**src/hw/rtl/adlr_pkg.sv**
```systemverilog
// ----------------------------------------------------------------------------
// adlr_pkg
// Shared widths, register indexes and the result type of the downmix
// resampler.
// ----------------------------------------------------------------------------
package adlr_pkg;

    localparam int SAMPLE_W    = 16;
    localparam int CFG_DATA_W  = 20;
    localparam int CFG_INDEX_W = 2;
    localparam int NCH_W       = 4;
    localparam int STEP_CFG_W  = 20;
    localparam int CLEN_W      = 13;

    // configuration register indexes
    localparam logic [CFG_INDEX_W-1:0] REG_NUM_CHANNELS = 2'd0;
    localparam logic [CFG_INDEX_W-1:0] REG_PHASE_STEP   = 2'd1;
    localparam logic [CFG_INDEX_W-1:0] REG_CHUNK_LENGTH = 2'd2;

    localparam logic [NCH_W-1:0]  NCH_RESET  = 4'd1;
    localparam logic [CLEN_W-1:0] CLEN_RESET = 13'd320;

    // outputs made for one mono sample at most
    localparam int MAX_OUT   = 16;
    localparam int OUT_CNT_W = 5;

    typedef struct packed
    {
        logic [SAMPLE_W-1:0] value;
        logic                chunk_end;
    } result_t;

endpackage

```
**src/hw/rtl/adlr_fifo.sv**
```systemverilog
// ----------------------------------------------------------------------------
// adlr_fifo
// Small register FIFO with the head shown combinationally.
// ----------------------------------------------------------------------------
module adlr_fifo
#(
    parameter int WIDTH = 16,
    parameter int DEPTH = 2
)
(
    input  logic             clk,
    input  logic             rst_n,
    input  logic             wr_en,
    input  logic [WIDTH-1:0] wr_data,
    output logic             full,
    input  logic             rd_en,
    output logic [WIDTH-1:0] rd_data,
    output logic             empty
);

    localparam int PTR_W = (DEPTH > 1) ? $clog2(DEPTH) : 1;
    localparam int CNT_W = $clog2(DEPTH + 1);

    logic [WIDTH-1:0] mem_reg [DEPTH];
    logic [PTR_W-1:0] wr_ptr_reg, wr_ptr_next;
    logic [PTR_W-1:0] rd_ptr_reg, rd_ptr_next;
    logic [CNT_W-1:0] count_reg, count_next;
    logic             do_wr;
    logic             do_rd;

    assign full    = (count_reg == CNT_W'(DEPTH));
    assign empty   = (count_reg == '0);
    assign do_wr   = wr_en && !full;
    assign do_rd   = rd_en && !empty;
    assign rd_data = mem_reg[rd_ptr_reg];

    always_comb
    begin
        wr_ptr_next = wr_ptr_reg;
        rd_ptr_next = rd_ptr_reg;
        count_next  = count_reg;
        if (do_wr)
        begin
            wr_ptr_next = (wr_ptr_reg == PTR_W'(DEPTH - 1)) ? '0 : wr_ptr_reg + PTR_W'(1);
        end
        if (do_rd)
        begin
            rd_ptr_next = (rd_ptr_reg == PTR_W'(DEPTH - 1)) ? '0 : rd_ptr_reg + PTR_W'(1);
        end
        if (do_wr && !do_rd)
        begin
            count_next = count_reg + CNT_W'(1);
        end
        else if (do_rd && !do_wr)
        begin
            count_next = count_reg - CNT_W'(1);
        end
    end

    always_ff @(posedge clk or negedge rst_n)
    begin
        if (!rst_n)
        begin
            wr_ptr_reg <= '0;
            rd_ptr_reg <= '0;
            count_reg  <= '0;
        end
        else
        begin
            wr_ptr_reg <= wr_ptr_next;
            rd_ptr_reg <= rd_ptr_next;
            count_reg  <= count_next;
        end
    end

    always_ff @(posedge clk)
    begin
        if (do_wr)
        begin
            mem_reg[wr_ptr_reg] <= wr_data;
        end
    end

endmodule

```
**src/hw/rtl/adlr_front.sv**
```systemverilog
// ----------------------------------------------------------------------------
// adlr_front
// Takes interleaved channel samples, sums each frame and divides by the
// channel count (truncating towards zero) with a bit-serial divider.
// ----------------------------------------------------------------------------
module adlr_front
    import adlr_pkg::*;
#(
    parameter int MAX_CHANNELS = 8
)
(
    input  logic                       clk,
    input  logic                       rst_n,
    input  logic [NCH_W-1:0]           num_channels,
    input  logic                       push,
    output logic                       full,
    input  logic signed [SAMPLE_W-1:0] capture_sample,
    output logic                       mono_push,
    input  logic                       mono_full,
    output logic [SAMPLE_W-1:0]        mono_value
);

    localparam int CH_W  = (MAX_CHANNELS > 1) ? $clog2(MAX_CHANNELS) : 1;
    localparam int SUM_W = SAMPLE_W + $clog2(MAX_CHANNELS);
    localparam int DIV_W = $clog2(MAX_CHANNELS + 1);
    localparam int BIT_W = $clog2(SUM_W + 1);

    typedef enum logic [2:0]
    {
        F_TAKE = 3'b001,
        F_DIV  = 3'b010,
        F_HOLD = 3'b100
    } front_state_t;

    front_state_t            state_reg, state_next;
    logic [CH_W-1:0]         pos_reg, pos_next;
    logic signed [SUM_W-1:0] frame_sum_reg, frame_sum_next;
    logic [BIT_W-1:0]        bit_cnt_reg, bit_cnt_next;
    logic [SUM_W-1:0]        quo_reg, quo_next;
    logic [DIV_W-1:0]        rem_reg, rem_next;
    logic [DIV_W-1:0]        div_reg, div_next;
    logic                    sign_reg, sign_next;

    logic [DIV_W-1:0]        nch_eff;
    logic signed [SUM_W-1:0] sum_add;
    logic [SUM_W-1:0]        sum_mag;
    logic                    accept;
    logic                    frame_last;
    logic [DIV_W:0]          trial;
    logic [DIV_W:0]          trial_sub;
    logic                    fits;
    logic [SAMPLE_W-1:0]     q16;

    // zero channels means one, anything above the build limit is clamped
    always_comb
    begin
        if (num_channels == '0)
        begin
            nch_eff = DIV_W'(1);
        end
        else if (int'(num_channels) > MAX_CHANNELS)
        begin
            nch_eff = DIV_W'(MAX_CHANNELS);
        end
        else
        begin
            nch_eff = DIV_W'(num_channels);
        end
    end

    assign full       = (state_reg != F_TAKE);
    assign accept     = push && !full;
    assign sum_add    = frame_sum_reg + SUM_W'(capture_sample);
    assign sum_mag    = sum_add[SUM_W-1] ? SUM_W'(-sum_add) : SUM_W'(sum_add);
    // a lowered count mid-frame closes the frame on this sample
    assign frame_last = (int'(pos_reg) + 1) >= int'(nch_eff);

    assign trial     = {rem_reg, quo_reg[SUM_W-1]};
    assign trial_sub = trial - {1'b0, div_reg};
    assign fits      = (trial >= {1'b0, div_reg});

    assign q16        = quo_reg[SAMPLE_W-1:0];
    assign mono_value = sign_reg ? (-q16) : q16;
    assign mono_push  = (state_reg == F_HOLD) && !mono_full;

    always_comb
    begin
        state_next     = state_reg;
        pos_next       = pos_reg;
        frame_sum_next = frame_sum_reg;
        bit_cnt_next   = bit_cnt_reg;
        quo_next       = quo_reg;
        rem_next       = rem_reg;
        div_next       = div_reg;
        sign_next      = sign_reg;
        case (state_reg)
            F_TAKE:
            begin
                if (accept)
                begin
                    if (frame_last)
                    begin
                        pos_next       = '0;
                        frame_sum_next = '0;
                        quo_next       = sum_mag;
                        rem_next       = '0;
                        div_next       = nch_eff;
                        sign_next      = sum_add[SUM_W-1];
                        bit_cnt_next   = BIT_W'(SUM_W);
                        state_next     = F_DIV;
                    end
                    else
                    begin
                        pos_next       = pos_reg + CH_W'(1);
                        frame_sum_next = sum_add;
                    end
                end
            end
            F_DIV:
            begin
                rem_next     = fits ? trial_sub[DIV_W-1:0] : trial[DIV_W-1:0];
                quo_next     = {quo_reg[SUM_W-2:0], fits};
                bit_cnt_next = bit_cnt_reg - BIT_W'(1);
                if (bit_cnt_reg == BIT_W'(1))
                begin
                    state_next = F_HOLD;
                end
            end
            F_HOLD:
            begin
                if (mono_push)
                begin
                    state_next = F_TAKE;
                end
            end
            default:
            begin
                state_next = F_TAKE;
            end
        endcase
    end

    always_ff @(posedge clk or negedge rst_n)
    begin
        if (!rst_n)
        begin
            state_reg     <= F_TAKE;
            pos_reg       <= '0;
            frame_sum_reg <= '0;
            bit_cnt_reg   <= '0;
        end
        else
        begin
            state_reg     <= state_next;
            pos_reg       <= pos_next;
            frame_sum_reg <= frame_sum_next;
            bit_cnt_reg   <= bit_cnt_next;
        end
    end

    always_ff @(posedge clk)
    begin
        quo_reg  <= quo_next;
        rem_reg  <= rem_next;
        div_reg  <= div_next;
        sign_reg <= sign_next;
    end

endmodule

```
**src/hw/rtl/adlr_back.sv**
```systemverilog
// ----------------------------------------------------------------------------
// adlr_back
// Linear interpolation between the previous and the new mono sample, driven
// by the phase accumulator, with chunk counting on the outputs.
// ----------------------------------------------------------------------------
module adlr_back
    import adlr_pkg::*;
#(
    parameter int PHASE_FRACTION_BITS = 16,
    parameter int MAX_CHUNK           = 4096,
    parameter int STEP_W              = 20
)
(
    input  logic                clk,
    input  logic                rst_n,
    input  logic [STEP_W-1:0]   phase_step,
    input  logic [CLEN_W-1:0]   chunk_length,
    input  logic                mono_empty,
    input  logic [SAMPLE_W-1:0] mono_value,
    output logic                mono_pop,
    input  logic                res_full,
    output logic                res_push,
    output result_t             res
);

    localparam int PFB    = PHASE_FRACTION_BITS;
    localparam int PH_W   = PFB + 4;
    localparam int ADD_W  = ((STEP_W > PH_W) ? STEP_W : PH_W) + 1;
    localparam int PROD_W = PFB + 18;
    localparam int MIX_W  = PFB + 19;
    localparam int FILL_W = $clog2(MAX_CHUNK);
    localparam int CL_W   = ($clog2(MAX_CHUNK + 1) > CLEN_W) ? $clog2(MAX_CHUNK + 1) : CLEN_W;
    localparam logic [MIX_W-1:0] ROUND_HALF = MIX_W'(1) << (PFB - 1);
    localparam logic [PH_W-1:0]  PHASE_ONE  = PH_W'(1) << PFB;

    typedef enum logic [3:0]
    {
        B_IDLE = 4'b0001,
        B_MULT = 4'b0010,
        B_EMIT = 4'b0100,
        B_WRAP = 4'b1000
    } back_state_t;

    back_state_t                state_reg, state_next;
    logic [SAMPLE_W-1:0]        prev_reg, prev_next;
    logic                       prev_valid_reg, prev_valid_next;
    logic [SAMPLE_W-1:0]        cur_reg, cur_next;
    logic signed [SAMPLE_W:0]   diff_reg, diff_next;
    logic signed [PROD_W-1:0]   prod_reg;
    logic [PH_W-1:0]            phase_reg, phase_next;
    logic [OUT_CNT_W-1:0]       cnt_reg, cnt_next;
    logic [FILL_W-1:0]          fill_reg, fill_next;

    logic signed [PROD_W-1:0]   prod_next;
    logic signed [PFB:0]        frac_s;
    logic signed [MIX_W-1:0]    mix;
    logic [ADD_W-1:0]           step_sum;
    logic [PH_W-1:0]            phase_adv;
    logic                       below_one;
    logic                       adv_below;
    logic [CL_W-1:0]            clen_eff;
    logic                       end_now;

    always_comb
    begin
        if (chunk_length == '0)
        begin
            clen_eff = CL_W'(1);
        end
        else if (CL_W'(chunk_length) > CL_W'(MAX_CHUNK))
        begin
            clen_eff = CL_W'(MAX_CHUNK);
        end
        else
        begin
            clen_eff = CL_W'(chunk_length);
        end
    end

    assign below_one = (phase_reg[PH_W-1:PFB] == '0);
    assign frac_s    = $signed({1'b0, phase_reg[PFB-1:0]});
    assign prod_next = diff_reg * frac_s;

    // prev*(1-a) + new*a == prev + (new-prev)*a, floor after adding a half
    assign mix = MIX_W'($signed({prev_reg, {PFB{1'b0}}})) + MIX_W'(prod_reg)
               + $signed(ROUND_HALF);

    // saturate at all ones rather than wrap
    assign step_sum  = ADD_W'(phase_reg) + ADD_W'(phase_step);
    assign phase_adv = (|step_sum[ADD_W-1:PH_W]) ? '1 : step_sum[PH_W-1:0];
    assign adv_below = (phase_adv[PH_W-1:PFB] == '0);

    // a lowered length mid-chunk ends the chunk on the next output
    assign end_now = (CL_W'(fill_reg) + CL_W'(1)) >= clen_eff;

    assign mono_pop      = (state_reg == B_IDLE) && !mono_empty;
    assign res_push      = (state_reg == B_EMIT) && !res_full;
    assign res.value     = mix[PFB+SAMPLE_W-1:PFB];
    assign res.chunk_end = end_now;

    always_comb
    begin
        state_next      = state_reg;
        prev_next       = prev_reg;
        prev_valid_next = prev_valid_reg;
        cur_next        = cur_reg;
        diff_next       = diff_reg;
        phase_next      = phase_reg;
        cnt_next        = cnt_reg;
        fill_next       = fill_reg;
        case (state_reg)
            B_IDLE:
            begin
                if (mono_pop)
                begin
                    if (!prev_valid_reg)
                    begin
                        // first sample is only stored
                        prev_next       = mono_value;
                        prev_valid_next = 1'b1;
                    end
                    else
                    begin
                        cur_next   = mono_value;
                        diff_next  = $signed({mono_value[SAMPLE_W-1], mono_value})
                                   - $signed({prev_reg[SAMPLE_W-1], prev_reg});
                        cnt_next   = '0;
                        state_next = below_one ? B_MULT : B_WRAP;
                    end
                end
            end
            B_MULT:
            begin
                state_next = B_EMIT;
            end
            B_EMIT:
            begin
                if (res_push)
                begin
                    fill_next  = end_now ? '0 : fill_reg + FILL_W'(1);
                    cnt_next   = cnt_reg + OUT_CNT_W'(1);
                    phase_next = phase_adv;
                    if (adv_below && (int'(cnt_reg) + 1 < MAX_OUT))
                    begin
                        state_next = B_MULT;
                    end
                    else
                    begin
                        state_next = B_WRAP;
                    end
                end
            end
            B_WRAP:
            begin
                // still below one here only when the output cap stopped the run
                phase_next = below_one ? '0 : phase_reg - PHASE_ONE;
                prev_next  = cur_reg;
                state_next = B_IDLE;
            end
            default:
            begin
                state_next = B_IDLE;
            end
        endcase
    end

    always_ff @(posedge clk or negedge rst_n)
    begin
        if (!rst_n)
        begin
            state_reg      <= B_IDLE;
            prev_reg       <= '0;
            prev_valid_reg <= 1'b0;
            phase_reg      <= '0;
            cnt_reg        <= '0;
            fill_reg       <= '0;
        end
        else
        begin
            state_reg      <= state_next;
            prev_reg       <= prev_next;
            prev_valid_reg <= prev_valid_next;
            phase_reg      <= phase_next;
            cnt_reg        <= cnt_next;
            fill_reg       <= fill_next;
        end
    end

    always_ff @(posedge clk)
    begin
        cur_reg  <= cur_next;
        diff_reg <= diff_next;
        prod_reg <= prod_next;
    end

endmodule

```
**src/hw/rtl/audio_downmix_linear_resampler.sv**
```systemverilog
// ----------------------------------------------------------------------------
// audio_downmix_linear_resampler
// Interleaved capture samples in, mono samples at the target rate out:
// each frame of num_channels samples is averaged (truncating towards zero)
// and the mono stream is resampled by linear interpolation under a phase
// accumulator advanced by phase_step, rounding half up; chunk_end marks
// the last output of every chunk_length outputs. A sample that does not
// close a frame is taken without holding off push. Closing a frame starts
// the front-end divider, which retires one quotient bit a cycle, and push
// is held off until its result enters the mono queue. The back end visits
// B_MULT and B_EMIT for each output, between B_IDLE and B_WRAP, and makes
// at most sixteen outputs for one mono sample. A two-entry queue between
// the two lets the divider work on the next frame while outputs are made,
// and a four-entry result queue holds outputs while pop is low.
// ----------------------------------------------------------------------------
module audio_downmix_linear_resampler
    import adlr_pkg::*;
#(
    parameter int MAX_CHANNELS        = 8,
    parameter int MAX_CHUNK           = 4096,
    parameter int PHASE_FRACTION_BITS = 16
)
(
    input  logic                       clk,
    input  logic                       rst_n,
    input  logic                       cfg_write,
    input  logic [CFG_INDEX_W-1:0]     cfg_index,
    input  logic [CFG_DATA_W-1:0]      cfg_data,
    input  logic                       push,
    output logic                       full,
    input  logic signed [SAMPLE_W-1:0] capture_sample,
    output logic                       empty,
    input  logic                       pop,
    output logic signed [SAMPLE_W-1:0] resampled_value,
    output logic                       chunk_end
);

    localparam int STEP_W = (PHASE_FRACTION_BITS + 1 > STEP_CFG_W)
                          ? PHASE_FRACTION_BITS + 1 : STEP_CFG_W;
    localparam logic [STEP_W-1:0] STEP_RESET = STEP_W'(1) << PHASE_FRACTION_BITS;

    logic [NCH_W-1:0]    nch_reg, nch_next;
    logic [STEP_W-1:0]   step_reg, step_next;
    logic [CLEN_W-1:0]   clen_reg, clen_next;

    logic                mono_push;
    logic                mono_full;
    logic [SAMPLE_W-1:0] mono_wr_data;
    logic                mono_pop;
    logic                mono_empty;
    logic [SAMPLE_W-1:0] mono_rd_data;
    logic                res_push;
    logic                res_full;
    result_t             res_wr;
    result_t             res_rd;

    always_comb
    begin
        nch_next  = nch_reg;
        step_next = step_reg;
        clen_next = clen_reg;
        if (cfg_write)
        begin
            case (cfg_index)
                REG_NUM_CHANNELS: nch_next  = cfg_data[NCH_W-1:0];
                REG_PHASE_STEP:   step_next = STEP_W'(cfg_data[STEP_CFG_W-1:0]);
                REG_CHUNK_LENGTH: clen_next = cfg_data[CLEN_W-1:0];
                default:          nch_next  = nch_reg;
            endcase
        end
    end

    always_ff @(posedge clk or negedge rst_n)
    begin
        if (!rst_n)
        begin
            nch_reg  <= NCH_RESET;
            step_reg <= STEP_RESET;
            clen_reg <= CLEN_RESET;
        end
        else
        begin
            nch_reg  <= nch_next;
            step_reg <= step_next;
            clen_reg <= clen_next;
        end
    end

    adlr_front
    #(
        .MAX_CHANNELS (MAX_CHANNELS)
    )
    u_front
    (
        .clk            (clk),
        .rst_n          (rst_n),
        .num_channels   (nch_reg),
        .push           (push),
        .full           (full),
        .capture_sample (capture_sample),
        .mono_push      (mono_push),
        .mono_full      (mono_full),
        .mono_value     (mono_wr_data)
    );

    adlr_fifo
    #(
        .WIDTH (SAMPLE_W),
        .DEPTH (2)
    )
    u_mono_q
    (
        .clk     (clk),
        .rst_n   (rst_n),
        .wr_en   (mono_push),
        .wr_data (mono_wr_data),
        .full    (mono_full),
        .rd_en   (mono_pop),
        .rd_data (mono_rd_data),
        .empty   (mono_empty)
    );

    adlr_back
    #(
        .PHASE_FRACTION_BITS (PHASE_FRACTION_BITS),
        .MAX_CHUNK           (MAX_CHUNK),
        .STEP_W              (STEP_W)
    )
    u_back
    (
        .clk          (clk),
        .rst_n        (rst_n),
        .phase_step   (step_reg),
        .chunk_length (clen_reg),
        .mono_empty   (mono_empty),
        .mono_value   (mono_rd_data),
        .mono_pop     (mono_pop),
        .res_full     (res_full),
        .res_push     (res_push),
        .res          (res_wr)
    );

    adlr_fifo
    #(
        .WIDTH ($bits(result_t)),
        .DEPTH (4)
    )
    u_res_q
    (
        .clk     (clk),
        .rst_n   (rst_n),
        .wr_en   (res_push),
        .wr_data (res_wr),
        .full    (res_full),
        .rd_en   (pop),
        .rd_data (res_rd),
        .empty   (empty)
    );

    assign resampled_value = $signed(res_rd.value);
    assign chunk_end       = res_rd.chunk_end;

endmodule

```
**config.mk**
```make
export PLATFORM = sky130hd
export DESIGN_NAME = audio_downmix_linear_resampler
export DESIGN_NICKNAME = d
export VERILOG_FILES = /design/src/hw/rtl/adlr_pkg.sv /design/src/hw/rtl/adlr_fifo.sv /design/src/hw/rtl/adlr_front.sv /design/src/hw/rtl/adlr_back.sv /design/src/hw/rtl/audio_downmix_linear_resampler.sv
export SDC_FILE = /design/constraint.sdc
export NUM_CORES = 1
export LEC_CHECK = 0
export ABC_AREA = 1
export BUFFER_PORTS_ARGS = -buffer_cell sky130_fd_sc_hd__buf_2
export CORE_AREA = 2 2 221 223
export DETAILED_ROUTE_END_ITERATION = 12
export DIE_AREA = 0 0 223 225
export GPL_TIMING_DRIVEN = 0
export PLACE_DENSITY = 0.76
export SYNTH_ARGS = -nofsm -noshare
export SYNTH_HDL_FRONTEND = slang
export SYNTH_SLANG_ARGS = --single-unit
```
**constraint.sdc**
```tcl
create_clock -name clk -period 5.7 [get_ports clk]
set_input_delay 0.57 -clock clk [delete_from_list [all_inputs] [get_ports clk]]
set_output_delay 0.57 -clock clk [all_outputs]
set_load 0.1 [all_outputs]
```
==> insert_results.sql <==
INSERT INTO impl_metrics (metric_group, metric, value, unit) VALUES
('clocking', 'tritoncts_num_sinks', '314', ''),
('layout', 'filler_instances', '3746', ''),
('sta', 'worst_pin_slew', '1315', 'ps'),
('synth', 'ys_seq_elements', '314', ''),
('min_path', 'min_from', 'cfg_data[13]', ''),
('placement', 'gp_congestion', '0.9493', ''),
('synth', 'seq_area_frac_synth', '30.83', '%'),
('die', 'dieArea', '50180', 'um^2'),
('layout', 'layout.cells.most_common_list', '725 x nand2_1, 681 x inv_1, 248 x fa_1', ''),
('drt', 'drt-wirelength-per-cell', '17.63', 'um'),
('sta', 'final.period_utilization', '103.5', '%'),
('drt', 'detail-route-antenna-nets', '0', ''),
('drt', 'drtIter0Drc', '1720', ''),
('layout', 'drive_gt1_share', '13.49', '%'),
('clocking', 'tritoncts_clock_tree', 'done', ''),
('synth', 'synth.yosys.warnings', '0', ''),
('sta', 'report.final.hold_viol_count', '0', ''),
('sta', 'period_minus_slack', '5897', 'ps'),
('sta', 'setup_viol', '8', ''),
('clocking', 'clockBufferDepth', '3', ''),
('layout', 'area_growth', '14.24', '%'),
('sta', 'max_freq', '169.6', 'MHz'),
('worst_setup_path', 'crit_type', 'flop to flop', ''),
('worst_setup_path', 'worstReg2RegStart', 'u_back.diff_reg[16]', ''),
('synth', 'synth_cells', '3342', ''),
('min_path', 'holdCritPathClass', 'input port to flop', ''),
('worst_setup_path', 'worstSetupEndpointType', 'flop', ''),
('worst_setup_path', 'reg2reg_to', 'u_back.prod_reg[30]', ''),
('placement', 'placement.io_buffers', '61', ''),
('outcome', 'status', 'finished with violations', ''),
('placement', 'place.detailed.hpwl', '54440', 'um'),
('global_route', 'grt_met1_usage', '37.27', '%'),
('die', 'std_cell_rows', '80', ''),
('global_route', 'antenna_found_initial', '2', ''),
('global_route', 'grt_first_pass_wirelength', '115700', 'um'),
('synth', 'synth_area_leader_cell', 'fa_1', ''),
('drt', 'detailroute.via_count', '22740', ''),
('synth', 'synth_top_cells_by_area', 'fa_1 19%, edfxtp_1 17%, dfrtp_1 12%', ''),
('global_route', 'grt_max_degree', '90', ''),
('synth', 'ys_async_sr_fraction', '43.31', '%'),
('min_path', 'min_delay_path_depth', '2', ''),
('sta', 'layout_setup_ws', '-197.3', 'ps'),
('drt', 'detail_route.wirelength', '73090', 'um'),
('drt', 'drcViolationCount', '0', ''),
('synth', 'number_of_enable_type_register_cells_in_the_synthesized_netlist', '161', ''),
('die', 'dieHeight', '225', 'um'),
('sta', 'slew_viol_final', '0', ''),
('global_route', 'met3_usage', '4.681', '%'),
('synth', 'syn-cell-area', '27840', 'um^2'),
('clocking', 'numCtsBuffers', '35', ''),
('synth', 'synth_ff_type', 'edfxtp_1', ''),
('global_route', 'grt_util_all_layers', '29.46', '%'),
('outcome', 'failed_checks', 'setup timing', ''),
('layout', 'multi_input_comb_area', '16800', 'um^2'),
('synth', 'syn_nets', '3840', ''),
('worst_setup_path', 'worst-path-max-fanout', '4', ''),
('drt', 'pre_antenna_drt_iters', '6', ''),
('layout', 'final_design_area_no_fill', '31810', 'um^2'),
('synth', 'ys_types', '56', ''),
('worst_setup_path', 'reg2reg_setup_slack', '-200', 'ps'),
('die', 'chipWidth', '223', 'um'),
('layout', 'layout.nets', '4000', ''),
('die', 'io_pins', '62', ''),
('global_route', 'met2_usage', '49.86', '%'),
('synth', 'netlist.area_leader.share', '19.48', '%'),
('worst_setup_path', 'ff2ff_path_depth', '22', ''),
('sta', 'rsz0062_at_grt', 'yes', ''),
('min_path', 'worstHoldEndpoint', 'step_reg[13]', ''),
('sta', 'worst_slew_margin_rel', '12.23', '%'),
('sta', 'largest_clock_skew_in_the_final_design', '18.03', 'ps'),
('die', 'initial_utilization', '58.56', '%');
## logic make-up after synthesis
logic type | count (synthesis) | share of synthesized area (%)
xor+xnor | 111 | 3.491
mux | 8 | 0.3236
buf+inv | 840 | 11.39
compound gates | 465 | 9.122
flops | 314 | 30.83
simple gates | 1149 | 17.08
fa+ha+maj | 455 | 27.75
## routing by layer
layer	routed length, um	vias up
li1	-	10770
met1	28320	10920
met2	35570	831
met3	5403	222
met4	3789	2
met5	11	-
## what timing repair did
action	in CTS	in global routing
endpoints found under the hold margin	43	0
setup buffers	46	30
gates resized for setup	179	155
hold buffers	1	0
pin swaps	38	101
endpoints found under the setup margin	17	14
## synth_stat cells (16+ instances only)
library cell / n
inv_1: 720
dfxtp_1: 17
o211ai_1: 21
fa_1: 271
edfxtp_1: 161
xnor2_1: 35
nor3_1: 25
nand4_1: 30
a21oi_1: 125
xor2_1: 76
o21ai_0: 239
nand2_2: 16
clkbuf_1: 96
nor2_1: 175
nand3_1: 112
o22ai_1: 20
nand2_1: 749
ha_1: 184
dfrtp_1: 130
## worst max-delay path by stage
stage,startpoint,to,cells after the start
3_3_place_gp,u_back.phase_reg[6],u_back.prod_reg[21],22
3_5_place_dp,u_back.phase_reg[6],u_back.prod_reg[26],22
4_1_cts,u_back.diff_reg[16],u_back.prod_reg[23],21
2_1_floorplan,u_back.phase_reg[3],u_back.prod_reg[30],19
5_1_grt,u_back.diff_reg[16],u_back.prod_reg[30],22
6_report,u_back.diff_reg[16],u_back.prod_reg[30],22
## critical path, stage by stage (launching register included)
cell	delay, ps
edfxtp_1	480
buf_6	170
nand2_1	70
inv_1	90
fa_2	590
inv_2	50
fa_2	610
clkinvlp_4	120
buf_4	140
buf_4	120
fa_1	490
fa_1	440
fa_1	540
inv_1	70
fa_1	580
inv_2	60
ha_4	250
a21o_1	210
a21oi_1	150
o21ai_1	110
a221oi_2	200
nand2_1	90
xor2_1	160
## through the flow
stage,worst slack (ps),instances,hold WS (ps),setup TNS [ps],utilization (%)
final,-197.3,4145,253.4,-672.8,66.90
after global routing,-401.1,4144,249.9,-2525,66.90
after CTS,-8.500,4115,232.3,-11.18,65.53
after detailed placement,-1224,4023,481.4,-16470,61.08
after global placement,-1178,4018,472.6,-16070,60.86
after floorplan,-17.73,3342,274.4,-17.73,-
## final cells by class
class / instances / area share [%]
Multi-Input combinational cell: 2188 / 52.82
Clock inverter: 27 / 0.9204
Timing Repair Buffer: 143 / 3.249
Tap cell: 615 / 2.419
Inverter: 730 / 8.650
Antenna cell: 1 / 0.007867
Sequential cell: 314 / 27.00
Clock buffer: 37 / 2.808
Buffer: 90 / 2.124
Power is left out: the tool's default activity adds up to more than one toggle a clock period on the data nets, which glitch-free logic cannot reach.
